==> src/sv/vtlf_pkg.sv <==
// Shared types and constants of the text line formatter.
// No dependencies.
package vtlf_pkg;

    localparam int NUMBER_DIGITS = 6;
    localparam int FIFO_DEPTH    = 4;
    localparam int CFG_IDX_W     = 3;
    localparam int CFG_DATA_W    = 2;

    typedef enum logic [CFG_IDX_W-1:0] {
        REG_NUMBER_MODE      = 3'd0,
        REG_SQUEEZE_BLANK    = 3'd1,
        REG_SHOW_NONPRINTING = 3'd2,
        REG_SHOW_LINE_ENDS   = 3'd3,
        REG_SHOW_TAB_CHARS   = 3'd4
    } reg_idx_t;

    localparam logic [1:0] NUM_OFF = 2'd0;
    localparam logic [1:0] NUM_ALL = 2'd1;

    localparam logic [7:0] CH_TAB      = 8'h09;
    localparam logic [7:0] CH_NL       = 8'h0A;
    localparam logic [7:0] CH_SPACE    = 8'h20;
    localparam logic [7:0] CH_DOLLAR   = 8'h24;
    localparam logic [7:0] CH_DASH     = 8'h2D;
    localparam logic [7:0] CH_ZERO     = 8'h30;
    localparam logic [7:0] CH_QMARK    = 8'h3F;
    localparam logic [7:0] CH_I        = 8'h49;
    localparam logic [7:0] CH_M        = 8'h4D;
    localparam logic [7:0] CH_CARET    = 8'h5E;
    localparam logic [7:0] CTRL_OFFSET = 8'h40;
    localparam logic [6:0] LOW_DEL     = 7'h7F;
    localparam logic [6:0] LOW_SPACE   = 7'h20;

    typedef struct packed {
        logic [1:0] number_mode;
        logic       squeeze_blank;
        logic       show_nonprinting;
        logic       show_line_ends;
        logic       show_tab_chars;
    } cfg_t;

    // classified item handed from front to back
    typedef struct packed {
        logic       has_num;
        logic       is_nl;
        logic [7:0] data;
    } desc_t;

endpackage

==> src/sv/vtlf_fifo.sv <==
// Short register queue between the front and back parts.
// Depends on nothing.
module vtlf_fifo #(
    parameter int WIDTH = 8,
    parameter int DEPTH = 4
) (
    input  logic             clk,
    input  logic             rst_n,
    input  logic             push,
    input  logic [WIDTH-1:0] push_data,
    output logic             full,
    input  logic             pop,
    output logic [WIDTH-1:0] pop_data,
    output logic             empty
);

    localparam int PTR_W = (DEPTH > 1) ? $clog2(DEPTH) : 1;
    localparam int CNT_W = $clog2(DEPTH + 1);
    localparam logic [PTR_W-1:0] LAST_PTR = PTR_W'(DEPTH - 1);
    localparam logic [CNT_W-1:0] FULL_CNT = CNT_W'(DEPTH);

    logic [WIDTH-1:0] mem_reg [DEPTH];
    logic [PTR_W-1:0] wr_ptr_reg, wr_ptr_next;
    logic [PTR_W-1:0] rd_ptr_reg, rd_ptr_next;
    logic [CNT_W-1:0] count_reg, count_next;
    logic             do_push, do_pop;

    assign full     = (count_reg == FULL_CNT);
    assign empty    = (count_reg == '0);
    assign do_push  = push && !full;
    assign do_pop   = pop && !empty;
    assign pop_data = mem_reg[rd_ptr_reg];

    always_comb
    begin
        wr_ptr_next = wr_ptr_reg;
        rd_ptr_next = rd_ptr_reg;
        count_next  = count_reg;
        if (do_push)
        begin
            wr_ptr_next = (wr_ptr_reg == LAST_PTR) ? '0 : wr_ptr_reg + PTR_W'(1);
        end
        if (do_pop)
        begin
            rd_ptr_next = (rd_ptr_reg == LAST_PTR) ? '0 : rd_ptr_reg + PTR_W'(1);
        end
        if (do_push && !do_pop)
        begin
            count_next = count_reg + CNT_W'(1);
        end
        else if (do_pop && !do_push)
        begin
            count_next = count_reg - CNT_W'(1);
        end
    end

    always_ff @(posedge clk or negedge rst_n)
    begin
        if (!rst_n)
        begin
            wr_ptr_reg <= '0;
            rd_ptr_reg <= '0;
            count_reg  <= '0;
        end
        else
        begin
            wr_ptr_reg <= wr_ptr_next;
            rd_ptr_reg <= rd_ptr_next;
            count_reg  <= count_next;
        end
    end

    always_ff @(posedge clk)
    begin
        if (do_push)
        begin
            mem_reg[wr_ptr_reg] <= push_data;
        end
    end

endmodule

==> src/sv/vtlf_front.sv <==
// Front part: accepts input items, tracks line state and the BCD line counter.
// Depends on vtlf_pkg.
module vtlf_front #(
    parameter int NUMBER_DIGITS = vtlf_pkg::NUMBER_DIGITS
) (
    input  logic                         clk,
    input  logic                         rst_n,
    input  vtlf_pkg::cfg_t               cfg,
    input  logic                         in_valid,
    output logic                         in_ready,
    input  logic [7:0]                   in_data,
    input  logic                         in_new_file,
    input  logic                         fifo_full,
    output logic                         push,
    output vtlf_pkg::desc_t              push_desc,
    output logic [4*NUMBER_DIGITS-1:0]   push_num
);

    localparam int NUM_W = 4 * NUMBER_DIGITS;

    logic             at_line_start_reg, at_line_start_next;
    logic             prev_blank_reg, prev_blank_next;
    logic [NUM_W-1:0] line_num_reg, line_num_next;
    logic             accept;
    logic             als, pb;
    logic [NUM_W-1:0] num;
    logic             has_num;

    function automatic logic [NUM_W-1:0] bcd_inc(input logic [NUM_W-1:0] v);
        logic [NUM_W-1:0] res;
        logic             carry;
        logic             nines;
        logic [4:0]       d;
        res   = '0;
        carry = 1'b1;
        nines = 1'b1;
        for (int i = 0; i < NUMBER_DIGITS; i++)
        begin
            if (v[4*i +: 4] != 4'd9)
            begin
                nines = 1'b0;
            end
        end
        for (int i = 0; i < NUMBER_DIGITS; i++)
        begin
            d = {1'b0, v[4*i +: 4]} + {4'd0, carry};
            if (d > 5'd9)
            begin
                res[4*i +: 4] = 4'd0;
                carry         = 1'b1;
            end
            else
            begin
                res[4*i +: 4] = d[3:0];
                carry         = 1'b0;
            end
        end
        return nines ? v : res;
    endfunction

    assign in_ready = !fifo_full;
    assign accept   = in_valid && in_ready;

    assign als = in_new_file ? 1'b1 : at_line_start_reg;
    assign pb  = in_new_file ? 1'b0 : prev_blank_reg;
    assign num = in_new_file ? '0 : line_num_reg;

    always_comb
    begin
        at_line_start_next = at_line_start_reg;
        prev_blank_next    = prev_blank_reg;
        line_num_next      = line_num_reg;
        push               = 1'b0;
        has_num            = 1'b0;
        if (accept)
        begin
            at_line_start_next = als;
            prev_blank_next    = pb;
            line_num_next      = num;
            if (in_data == vtlf_pkg::CH_NL)
            begin
                if (!(als && cfg.squeeze_blank && pb))
                begin
                    if (als)
                    begin
                        prev_blank_next = 1'b1;
                        has_num = (cfg.number_mode == vtlf_pkg::NUM_ALL);
                    end
                    push = 1'b1;
                    at_line_start_next = 1'b1;
                end
            end
            else
            begin
                if (als)
                begin
                    prev_blank_next = 1'b0;
                    has_num = (cfg.number_mode != vtlf_pkg::NUM_OFF);
                end
                at_line_start_next = 1'b0;
                push = 1'b1;
            end
            if (has_num)
            begin
                line_num_next = bcd_inc(num);
            end
        end
    end

    assign push_desc.has_num = has_num;
    assign push_desc.is_nl   = (in_data == vtlf_pkg::CH_NL);
    assign push_desc.data    = in_data;
    assign push_num          = line_num_next;

    always_ff @(posedge clk or negedge rst_n)
    begin
        if (!rst_n)
        begin
            at_line_start_reg <= 1'b1;
            prev_blank_reg    <= 1'b0;
            line_num_reg      <= '0;
        end
        else
        begin
            at_line_start_reg <= at_line_start_next;
            prev_blank_reg    <= prev_blank_next;
            line_num_reg      <= line_num_next;
        end
    end

endmodule

==> src/sv/vtlf_back.sv <==
// Back part: expands each queued item into output bytes, one per cycle while the output is not stalled.
// Depends on vtlf_pkg.
module vtlf_back #(
    parameter int NUMBER_DIGITS = vtlf_pkg::NUMBER_DIGITS
) (
    input  logic                         clk,
    input  logic                         rst_n,
    input  vtlf_pkg::cfg_t               cfg,
    input  logic                         head_valid,
    input  vtlf_pkg::desc_t              head_desc,
    input  logic [4*NUMBER_DIGITS-1:0]   head_num,
    output logic                         pop,
    output logic                         out_valid,
    input  logic                         out_ready,
    output logic [7:0]                   out_byte,
    output logic                         out_last
);

    localparam int IDX_W = $clog2(NUMBER_DIGITS + 5);
    localparam int DIG_W = (NUMBER_DIGITS > 1) ? $clog2(NUMBER_DIGITS) : 1;
    localparam logic [IDX_W-1:0] TAB_POS       = IDX_W'(NUMBER_DIGITS);
    localparam logic [IDX_W-1:0] FIRST_CONTENT = IDX_W'(NUMBER_DIGITS + 1);

    logic             started_reg, started_next;
    logic [IDX_W-1:0] idx_reg, idx_next;
    logic             out_valid_reg, out_valid_next;
    logic [7:0]       out_byte_reg, out_byte_next;
    logic             out_last_reg, out_last_next;

    logic [3:0][7:0]  cbytes;
    logic [2:0]       clen;
    logic [1:0]       base;
    logic [6:0]       low7;
    logic [7:0]       dig_chars [NUMBER_DIGITS];
    logic             lead;
    logic [3:0]       d;
    logic [IDX_W-1:0] idx;
    logic [IDX_W-1:0] end_idx;
    logic [IDX_W-1:0] coff;
    logic [7:0]       sel_byte;
    logic             is_last;
    logic             load;

    // content bytes of the item
    always_comb
    begin
        cbytes = '0;
        clen   = 3'd1;
        base   = 2'd0;
        low7   = head_desc.data[6:0];
        if (head_desc.is_nl)
        begin
            if (cfg.show_line_ends)
            begin
                cbytes[0] = vtlf_pkg::CH_DOLLAR;
                cbytes[1] = vtlf_pkg::CH_NL;
                clen      = 3'd2;
            end
            else
            begin
                cbytes[0] = vtlf_pkg::CH_NL;
            end
        end
        else if (head_desc.data == vtlf_pkg::CH_TAB)
        begin
            if (cfg.show_tab_chars)
            begin
                cbytes[0] = vtlf_pkg::CH_CARET;
                cbytes[1] = vtlf_pkg::CH_I;
                clen      = 3'd2;
            end
            else
            begin
                cbytes[0] = vtlf_pkg::CH_TAB;
            end
        end
        else if (!cfg.show_nonprinting)
        begin
            cbytes[0] = head_desc.data;
        end
        else
        begin
            if (head_desc.data[7])
            begin
                cbytes[0] = vtlf_pkg::CH_M;
                cbytes[1] = vtlf_pkg::CH_DASH;
                base      = 2'd2;
            end
            if (low7 < vtlf_pkg::LOW_SPACE)
            begin
                cbytes[base]        = vtlf_pkg::CH_CARET;
                cbytes[base + 2'd1] = {1'b0, low7} + vtlf_pkg::CTRL_OFFSET;
                clen                = {1'b0, base} + 3'd2;
            end
            else if (low7 == vtlf_pkg::LOW_DEL)
            begin
                cbytes[base]        = vtlf_pkg::CH_CARET;
                cbytes[base + 2'd1] = vtlf_pkg::CH_QMARK;
                clen                = {1'b0, base} + 3'd2;
            end
            else
            begin
                cbytes[base] = {1'b0, low7};
                clen         = {1'b0, base} + 3'd1;
            end
        end
    end

    // number digits, most significant first, leading zeros as spaces
    always_comb
    begin
        lead = 1'b1;
        d    = '0;
        for (int j = 0; j < NUMBER_DIGITS; j++)
        begin
            d = head_num[4*(NUMBER_DIGITS-1-j) +: 4];
            if (d > 4'd9)
            begin
                d = 4'd9;
            end
            if (lead && d == 4'd0 && j != NUMBER_DIGITS - 1)
            begin
                dig_chars[j] = vtlf_pkg::CH_SPACE;
            end
            else
            begin
                lead         = 1'b0;
                dig_chars[j] = vtlf_pkg::CH_ZERO + {4'd0, d};
            end
        end
    end

    assign idx     = started_reg ? idx_reg : (head_desc.has_num ? '0 : FIRST_CONTENT);
    assign end_idx = TAB_POS + IDX_W'(clen);
    assign coff    = idx - FIRST_CONTENT;
    assign is_last = (idx == end_idx);
    assign load    = head_valid && (!out_valid_reg || out_ready);

    always_comb
    begin
        if (idx < TAB_POS)
        begin
            sel_byte = dig_chars[idx[DIG_W-1:0]];
        end
        else if (idx == TAB_POS)
        begin
            sel_byte = vtlf_pkg::CH_TAB;
        end
        else
        begin
            sel_byte = cbytes[coff[1:0]];
        end
    end

    always_comb
    begin
        started_next   = started_reg;
        idx_next       = idx_reg;
        out_valid_next = out_valid_reg;
        out_byte_next  = out_byte_reg;
        out_last_next  = out_last_reg;
        pop            = 1'b0;
        if (load)
        begin
            out_valid_next = 1'b1;
            out_byte_next  = sel_byte;
            out_last_next  = is_last;
            if (is_last)
            begin
                pop          = 1'b1;
                started_next = 1'b0;
            end
            else
            begin
                started_next = 1'b1;
                idx_next     = idx + IDX_W'(1);
            end
        end
        else if (out_ready)
        begin
            out_valid_next = 1'b0;
        end
    end

    always_ff @(posedge clk or negedge rst_n)
    begin
        if (!rst_n)
        begin
            started_reg   <= 1'b0;
            idx_reg       <= '0;
            out_valid_reg <= 1'b0;
        end
        else
        begin
            started_reg   <= started_next;
            idx_reg       <= idx_next;
            out_valid_reg <= out_valid_next;
        end
    end

    always_ff @(posedge clk)
    begin
        out_byte_reg <= out_byte_next;
        out_last_reg <= out_last_next;
    end

    assign out_valid = out_valid_reg;
    assign out_byte  = out_byte_reg;
    assign out_last  = out_last_reg;

endmodule

==> src/sv/visible_text_line_formatter_core.sv <==
// Text line formatter top level: config registers, front, queue, back.
// First output byte of an item: stored in the queue, then registered in the back part.
// Throughput: one output byte per cycle unless the sink stalls; an item of n
//   bytes holds the back part; the queue takes one item per cycle until full.
// Reset: asynchronous, active low; registers off, line counter zero.
module visible_text_line_formatter_core #(
    parameter int NUMBER_DIGITS = vtlf_pkg::NUMBER_DIGITS,
    parameter int FIFO_DEPTH    = vtlf_pkg::FIFO_DEPTH
) (
    input  logic                            clk,
    input  logic                            rst_n,
    input  logic                            s_axis_tvalid,
    output logic                            s_axis_tready,
    input  logic [7:0]                      s_axis_tdata,   // data_byte
    input  logic                            s_axis_tuser,   // new_file
    output logic                            m_axis_tvalid,
    input  logic                            m_axis_tready,
    output logic [7:0]                      m_axis_tdata,   // out_byte
    output logic                            m_axis_tlast,   // last_of_run
    input  logic                            cfg_we,
    input  logic [vtlf_pkg::CFG_IDX_W-1:0]  cfg_index,
    input  logic [vtlf_pkg::CFG_DATA_W-1:0] cfg_data
);

    localparam int NUM_W  = 4 * NUMBER_DIGITS;
    localparam int DESC_W = $bits(vtlf_pkg::desc_t);
    localparam int Q_W    = DESC_W + NUM_W;

    vtlf_pkg::cfg_t  cfg_reg, cfg_next;
    vtlf_pkg::desc_t push_desc, head_desc;
    logic [NUM_W-1:0] push_num, head_num;
    logic             push, pop, full, empty;
    logic [Q_W-1:0]   q_in, q_out;

    always_comb
    begin
        cfg_next = cfg_reg;
        if (cfg_we)
        begin
            case (cfg_index)
                vtlf_pkg::REG_NUMBER_MODE:      cfg_next.number_mode      = cfg_data;
                vtlf_pkg::REG_SQUEEZE_BLANK:    cfg_next.squeeze_blank    = cfg_data[0];
                vtlf_pkg::REG_SHOW_NONPRINTING: cfg_next.show_nonprinting = cfg_data[0];
                vtlf_pkg::REG_SHOW_LINE_ENDS:   cfg_next.show_line_ends   = cfg_data[0];
                vtlf_pkg::REG_SHOW_TAB_CHARS:   cfg_next.show_tab_chars   = cfg_data[0];
                default:                        cfg_next = cfg_reg;
            endcase
        end
    end

    always_ff @(posedge clk or negedge rst_n)
    begin
        if (!rst_n)
        begin
            cfg_reg <= '0;
        end
        else
        begin
            cfg_reg <= cfg_next;
        end
    end

    vtlf_front #(
        .NUMBER_DIGITS (NUMBER_DIGITS)
    ) u_front (
        .clk         (clk),
        .rst_n       (rst_n),
        .cfg         (cfg_reg),
        .in_valid    (s_axis_tvalid),
        .in_ready    (s_axis_tready),
        .in_data     (s_axis_tdata),
        .in_new_file (s_axis_tuser),
        .fifo_full   (full),
        .push        (push),
        .push_desc   (push_desc),
        .push_num    (push_num)
    );

    assign q_in = {push_desc, push_num};

    vtlf_fifo #(
        .WIDTH (Q_W),
        .DEPTH (FIFO_DEPTH)
    ) u_fifo (
        .clk       (clk),
        .rst_n     (rst_n),
        .push      (push),
        .push_data (q_in),
        .full      (full),
        .pop       (pop),
        .pop_data  (q_out),
        .empty     (empty)
    );

    assign head_desc = q_out[Q_W-1:NUM_W];
    assign head_num  = q_out[NUM_W-1:0];

    vtlf_back #(
        .NUMBER_DIGITS (NUMBER_DIGITS)
    ) u_back (
        .clk        (clk),
        .rst_n      (rst_n),
        .cfg        (cfg_reg),
        .head_valid (!empty),
        .head_desc  (head_desc),
        .head_num   (head_num),
        .pop        (pop),
        .out_valid  (m_axis_tvalid),
        .out_ready  (m_axis_tready),
        .out_byte   (m_axis_tdata),
        .out_last   (m_axis_tlast)
    );

endmodule

==> config.mk <==
export PLATFORM = sky130hd
export DESIGN_NAME = visible_text_line_formatter_core
export DESIGN_NICKNAME = d
export VERILOG_FILES = /design/src/sv/vtlf_pkg.sv /design/src/sv/vtlf_fifo.sv /design/src/sv/vtlf_front.sv /design/src/sv/vtlf_back.sv /design/src/sv/visible_text_line_formatter_core.sv
export SDC_FILE = /design/constraint.sdc
export NUM_CORES = 1
export LEC_CHECK = 0
export BUFFER_PORTS_ARGS = -buffer_cell sky130_fd_sc_hd__buf_4
export CORE_MARGIN = 4
export CORE_UTILIZATION = 35
export CTS_CLUSTER_DIAMETER = 80
export DETAILED_ROUTE_END_ITERATION = 10
export HOLD_SLACK_MARGIN = 0.1
export PLACE_DENSITY_LB_ADDON = 0.25
export SLEW_MARGIN = 25
export SYNTH_ARGS = -nofsm -noshare
export SYNTH_HDL_FRONTEND = slang
export SYNTH_SLANG_ARGS = --single-unit
==> constraint.sdc <==
create_clock -name clk -period 5.3 [get_ports clk]
set_input_delay 0.795 -clock clk [delete_from_list [all_inputs] [get_ports clk]]
set_output_delay 0.795 -clock clk [all_outputs]
set_load 0.02 [all_outputs]
After elaboration in Yosys (flattened, before gate mapping)
Memories as Yosys holds them, arrays and structs flattened. Cells that the tools add are included.

Flip-flop bits (word level): 54. Memory bits (writable): 136. Input port bits: 19. Output and inout bits: 11. Memories: 1.

Memories: u_fifo.mem_reg (depth 4, width 34, read ports 1, clocked after Yosys merged registers in 0, write ports 1, RTL line vtlf_fifo.sv:22) `logic [WIDTH-1:0] mem_reg [DEPTH];`.

Add/sub/neg operators: 23. $lt $le $gt $ge: 20. Equality and inequality tests: 19. Multiplexer cells: 118. Bitwise operators: 8. Reductions and logical operators: 36.

Operators with widths (number): 24-bit 2-to-1 mux (5); 16-bit 2-to-1 mux (7); 8-bit 2-to-1 mux (13); 32-bit bitwise mux (2); 32-bit 2-to-1 mux (2); 4-bit 2-to-1 mux (14); 1-bit 2-to-1 mux (51); 6-bit by 4-bit adder with 7-bit output, first input constant (6); 8-bit demux with 2-bit select (2); 5-bit by 4-bit greater-than comparator with 1-bit output, second input constant (6); 4-bit by 1-bit adder with 5-bit output (5); 8-bit binary-select mux with 3-bit select (1); 4-bit greater-than comparator, second input constant (6); 3-bit 2-to-1 mux (8); 4-bit inequality test, second input constant (6); 24-bit OR (1); 4-bit zero test (5); 10-bit by 20-bit OR with 20-bit output (1); 8-bit binary-select mux with 2-bit select (1); 8-bit by 4-bit equality test with 1-bit output, second input constant (2); 2-bit 2-to-1 mux (8); 1-bit logical AND (14); 14-bit 2-to-1 mux (1); 7-bit 2-to-1 mux (2); other kinds (35) (55).

Longest topological paths before layout
Word-level depth: 34. Mapped depth: 43.

Modules after synthesis
Synthesis repeated with hierarchy kept, for this count alone.

Cells, all modules: 750. Area total of the unflattened synthesis: 9790.6 um^2.

By module, submodules not included: vtlf_fifo (instances 1, cells an instance 215, area an instance 5346.4 um^2, sequential area each 4259.1 um^2); vtlf_front (instances 1, cells an instance 257, area an instance 2164.6 um^2, sequential area each 651.9 um^2); vtlf_back (instances 1, cells an instance 260, area an instance 1976.9 um^2, sequential area each 420.4 um^2); visible_text_line_formatter_core (instances 1, cells an instance 18, area an instance 302.8 um^2, sequential area each 150.1 um^2).

Worst setup path after synthesis
Ideal clock, no wire load.

Path type: input port to flip-flop. Start: in s_axis_tuser. End: mem u_fifo.mem_reg[0][20] (netlist bit) (data pin). Library setup time: 0.270 ns. Arrival: 6.628 ns. Required time: 5.030 ns. Path slack: -1.597 ns. Cell stages on the path: 43. Path buffers: 3. Path through: clkbuf_1 > clkbuf_1 > clkbuf_1 > nand2b_1 > inv_1 > ha_1 > nor2_1 > a21oi_1 > ha_1 > nand3_1 > xnor2_1 > nand2b_1 > o21ai_0 > nand2_1 > o21ai_0 > ha_1 > nand3_1 > xnor2_1 > (+7 left out) > nand2b_1 > o21ai_0 > nand2_1 > o21ai_0 > ha_1 > nand3_1 > xnor2_1 > nand2b_1 > o21ai_0 > nand2_1 > o21ai_0 > ha_1 > ha_1 > inv_1 > o211ai_1 > a22oi_1 > a21oi_1 > a22o_1.

Cells in the longest elaborated chain, start to end: 32. Elaborated cells on any way between the ends: 55. Those cells by class: add/sub (6); order compare (6); eq/ne (6); mux (35); reduce/logical (2).

Ends and longest elaborated chain: start, declared (RTL line visible_text_line_formatter_core.sv:15) `input logic s_axis_tuser,`; 24-bit 2-to-1 mux (RTL line vtlf_front.sv:66) `assign num = in_new_file ? '0 : line_num_reg;`; 4-bit by 1-bit adder with 5-bit output (RTL line vtlf_front.sv:46) `d = {1'b0, v[4*i +: 4]} + {4'd0, carry};`; 5-bit by 4-bit greater-than comparator with 1-bit output (RTL line vtlf_front.sv:47) `if (d > 5'd9)`; 1-bit 2-to-1 mux (RTL line vtlf_front.sv:47); 1-bit 2-to-1 mux (RTL line vtlf_front.sv:103) `if (has_num)`; 1-bit 2-to-1 mux (RTL line vtlf_front.sv:75) `if (accept)`; 4-bit by 1-bit adder with 5-bit output (RTL line vtlf_front.sv:46); 5-bit by 4-bit greater-than comparator with 1-bit output (RTL line vtlf_front.sv:47); (+17 left out); 1-bit 2-to-1 mux (RTL line vtlf_front.sv:75); 4-bit by 1-bit adder with 5-bit output (RTL line vtlf_front.sv:46); 5-bit by 4-bit greater-than comparator with 1-bit output (RTL line vtlf_front.sv:47); 4-bit 2-to-1 mux (RTL line vtlf_front.sv:47); 24-bit 2-to-1 mux (RTL line vtlf_front.sv:58) `return nines ? v : res;`; 24-bit 2-to-1 mux * (RTL line vtlf_front.sv:103); 24-bit 2-to-1 mux * (RTL line vtlf_front.sv:75); via push_num[20] (RTL line visible_text_line_formatter_core.sv:31) `logic [NUM_W-1:0] push_num, head_num;`; end, declared (RTL line vtlf_fifo.sv:22).

The timed path passes the listed nets; every way through them passes the cells marked *. The select of a mux whose other input is x is not followed.

Worst setup path after layout
Start: in s_axis_tuser. End: mem u_fifo.mem_reg[0][21] (netlist bit) (data pin).

Same word-level chain as after synthesis.

==> impl_metrics.csv <==
group,metric,value,unit
run_status,status,"finished, violations left",
run_status,violated_checks,"negative setup slack",
synth,synth.yosys.seq_area_share,0.580,
synth,synth_edf_count,145,
global_routing,initial_antenna_violation_count,0,
synth,synth_async_sr_flop_share,0.237,
timing,maxClockFrequency,0.179,GHz
worst_setup_path,crit_path_start_kind,"primary input",
clock_tree,postCtsHoldBufs,0,
synth,post_synthesis_cell_count,745,
cells_and_area,fin_nets,896,
clock_tree,cts_made_buffers,17,
route,detail_route.wl_per_cell,19.0,um
synth,synthesis.nets,790,
cells_and_area,flip_flop_count_of_the_largest_register_all_copies_and_words_added,136,
route,drt-total-wl,22800,um
clock_tree,cts_root_buffer,"sky130_fd_sc_hd__clkbuf_16",
route,drcViolationCount,0,
timing,timing.max_slew.rel_slack,0.349,
worst_hold_path,timing.hold.worst.class,"primary input to async pin",
clock_tree,cts_max_level,4,
worst_setup_path,cp_data_required_time,5.46,ns
timing,rsz0062_at_grt,"true",
power_and_ir_drop,total_leakage_power,4.12,nW
worst_setup_path,crit_path_end_kind,"flip-flop",
worst_setup_path,slowest_delay,0.30,ns
timing,hold_violations,0,
global_routing,grt_pass1_vias,6468,
global_routing,grt_start_max_net_pins,46,
floorplan,top_level_ports,30,
timing,timing.final.crit_share,1.06,
timing,fin_worst_skew,0.0172,ns
synth,ys.warnings.count,0,
power_and_ir_drop,power-per-cell-area,534,nW/um2
timing,setup_slack,-0.299,ns
floorplan,die_area,29700,um2
synth,synth_ff_type,"sky130_fd_sc_hd__edfxtp_1",
route,vias_per_cell,5.40,
floorplan,rows,59,
route,vias,6470,
cells_and_area,final_layout_size_suffix_gt1_frac,0.289,
cells_and_area,stdcell_area,11400,um2
route,drt_iter0_markers,428,
clock_tree,clk_pin_slew,0.08,ns
worst_setup_path,r2r_slack,-0.21,ns
route,detail_route.first_pass.iterations,5,
placement,gpl.final_weighted_congestion,0.872,
cells_and_area,final.fill_count,2416,
synth,synth-seq-cells,190,
floorplan,dieWidth,172,um
synth,synthesis.area_per_instance,12.7,um2
cells_and_area,antennaDiodeCount,0,
timing,slew_viol_final,0,
power_and_ir_drop,irDropWorstVdd,0.225,mV
worst_setup_path,critPathSlowestCell,"sky130_fd_sc_hd__a22o_1",
worst_setup_path,path_class,"primary input to flip-flop",
global_routing,grt_first_pass_wirelength,36500,um
worst_setup_path,worst_ep_arrival_time,5.76,ns
clock_tree,tritoncts_clock_tree,"yes",
synth,post_synth_num_cell_types,77,
timing,finish_stage_setup_viols,30,
cells_and_area,area_grow_syn2layout,21.1,%
clock_tree,clock_sinks,190,
placement,detailed_place_hpwl,15100,um
global_routing,grt.total_usage,0.158,
clock_tree,clk_latency,0.44,ns
timing,period_minus_slack,5.60,ns
worst_setup_path,timing.reg2reg.worst_path_depth,37,
clock_tree,clock_tree.buffer_depth,2,
placement,place_worst_setup_slack,-0.924,ns
floorplan,core_area,26300,um2
timing,tightest_slew,0.976,ns
floorplan,initial_core_util,0.360,
flow_run,drv_cap,0,
worst_setup_path,critPathMostFrequentCell,"sky130_fd_sc_hd__o21ai_2",
route,drtAntennaViolNets,0,
global_routing,gr-total-overflow,0,
synth,synth_area,9450,um2
floorplan,die-height,172,um
placement,place.port_buffers,29,
worst_setup_path,critical_path_peak_fanout,5,
placement,detailed_place.area,10500,um2
## where the power goes
group | internal (W) | leakage (nW) | total [W] | switching [W]
clock network | 0.000663 | 0.307 | 0.00134 | 0.000679
registers | 0.00200 | 1.91 | 0.00216 | 0.000166
logic | 0.00104 | 1.91 | 0.00261 | 0.00157
total | 0.00370 | 4.12 | 0.00611 | 0.00241
## cell usage after synthesis, types with 3 or more instances
master                     number  area [um2]
sky130_fd_sc_hd__nor3b_1        5        37.5
sky130_fd_sc_hd__nand2_1       77         289
sky130_fd_sc_hd__xnor2_1        9        78.8
sky130_fd_sc_hd__a22o_1         6        52.6
sky130_fd_sc_hd__buf_2          6        30.0
sky130_fd_sc_hd__or2_2          3        18.8
sky130_fd_sc_hd__o41ai_1        6        52.6
sky130_fd_sc_hd__inv_1         33         124
sky130_fd_sc_hd__o21ai_0       50         250
sky130_fd_sc_hd__a31oi_1       15        93.8
sky130_fd_sc_hd__a22oi_1        3        22.5
sky130_fd_sc_hd__a211o_1        4        35.0
sky130_fd_sc_hd__ha_1          25         313
sky130_fd_sc_hd__nor3_1        21         105
sky130_fd_sc_hd__dfrtp_1       44        1100
sky130_fd_sc_hd__xor2_1         3        26.3
sky130_fd_sc_hd__mux2_2         9         101
sky130_fd_sc_hd__o22ai_1        4        25.0
sky130_fd_sc_hd__a21oi_1       37         185
sky130_fd_sc_hd__mux4_2        35         788
sky130_fd_sc_hd__nor2_1        32         120
sky130_fd_sc_hd__nand4_1        3        18.8
sky130_fd_sc_hd__nor4bb_1       4        40.0
sky130_fd_sc_hd__o211ai_1       8        60.1
sky130_fd_sc_hd__o21a_1         6        45.0
sky130_fd_sc_hd__or3_1          5        31.3
sky130_fd_sc_hd__nand3_1       20         100
sky130_fd_sc_hd__nor4_1         7        43.8
sky130_fd_sc_hd__clkbuf_1      18        67.6
sky130_fd_sc_hd__nand2b_1      19         119
sky130_fd_sc_hd__o32ai_1        3        26.3
sky130_fd_sc_hd__and2_1         7        43.8
sky130_fd_sc_hd__edfxtp_1     145        4350
sky130_fd_sc_hd__nor2b_1       19         119
## worst max-delay path, delay by kind of cell
| kind | cells | cell delay (ns) |
|---|---|---|
| simple gates | 14 | 1.24 |
| buf+inv | 2 | 0.16 |
| fa+ha+maj | 7 | 1.42 |
| compound gates | 13 | 1.62 |
| xor+xnor | 4 | 0.54 |
## placed cells by master, fill, tap and decap left out, types with 17 or more instances in the layout
cell type,instances
sky130_fd_sc_hd__a21oi_1,34
sky130_fd_sc_hd__buf_4,114
sky130_fd_sc_hd__clkbuf_16,17
sky130_fd_sc_hd__dfrtp_1,43
sky130_fd_sc_hd__edfxtp_1,145
sky130_fd_sc_hd__inv_1,30
sky130_fd_sc_hd__mux4_2,35
sky130_fd_sc_hd__nand2_1,77
sky130_fd_sc_hd__nand2b_1,17
sky130_fd_sc_hd__nor2_1,31
sky130_fd_sc_hd__nor2b_1,19
sky130_fd_sc_hd__nor3_1,20
sky130_fd_sc_hd__o21ai_0,38
## cell type report
class,instances,area [um2],area share
Sequential cell,190,5480,0.479
Multi-Input combinational cell,491,3890,0.340
Timing Repair Buffer,116,878,0.0767
Clock buffer,17,425,0.0372
Tap cell,335,419,0.0366
Clock inverter,15,213,0.0186
Inverter,35,136,0.0119
## worst paths after layout
path / from / endpoint
worst max-delay path: s_axis_tuser / u_fifo.mem_reg[0][21]
worst min-delay path: rst_n / u_front.line_num_reg[19]
worst max register to register: u_front.line_num_reg[1] / u_fifo.mem_reg[0][21]
worst min register to register: u_fifo.count_reg[2] / u_fifo.count_reg[2]
max in group asynchronous: rst_n / u_fifo.rd_ptr_reg[0]
min in group clk: u_fifo.count_reg[2] / u_fifo.count_reg[2]
## routing by layer
layer / vias to the layer above / GRT usage / wire (um)
li1: 3085 / - / -
met1: 3195 / 0.224 / 10800
met2: 156 / 0.255 / 10800
met3: 34 / 0.0240 / 800
met4: 0 / 0.0468 / 442
met5: - / 0 / 0
## what timing repair did
item                       CTS  global route
buffers inserted            29             4
resized for setup           15             6
pin swaps                   23            11
setup endpoints to repair   20            43
cloned                       0             0
## cells by family after synthesis
kind of cell    synth area share
mux                        0.100
compound gates             0.112
flops                      0.580
xor+xnor                  0.0111
fa+ha+maj                 0.0363
buf+inv                   0.0282
simple gates               0.132
## metrics by stage
step | power, W | cells | hold WS [ns] | utilization | TNS (ns)
2_1_floorplan | 0.00402 | 745 | 0.464 | - | -25.18
3_3_place_gp | 0.00479 | 1134 | 0.480 | 0.398 | -18.74
3_5_place_dp | 0.00479 | 1134 | 0.491 | 0.398 | -20.95
4_1_cts | 0.00614 | 1195 | 0.402 | 0.433 | -4.40
5_1_grt | 0.00648 | 1199 | 0.436 | 0.436 | -16.93
6_report | 0.00611 | 1199 | 0.392 | 0.436 | -7.09
No activity file was read; power rests on OpenSTA's default activity.
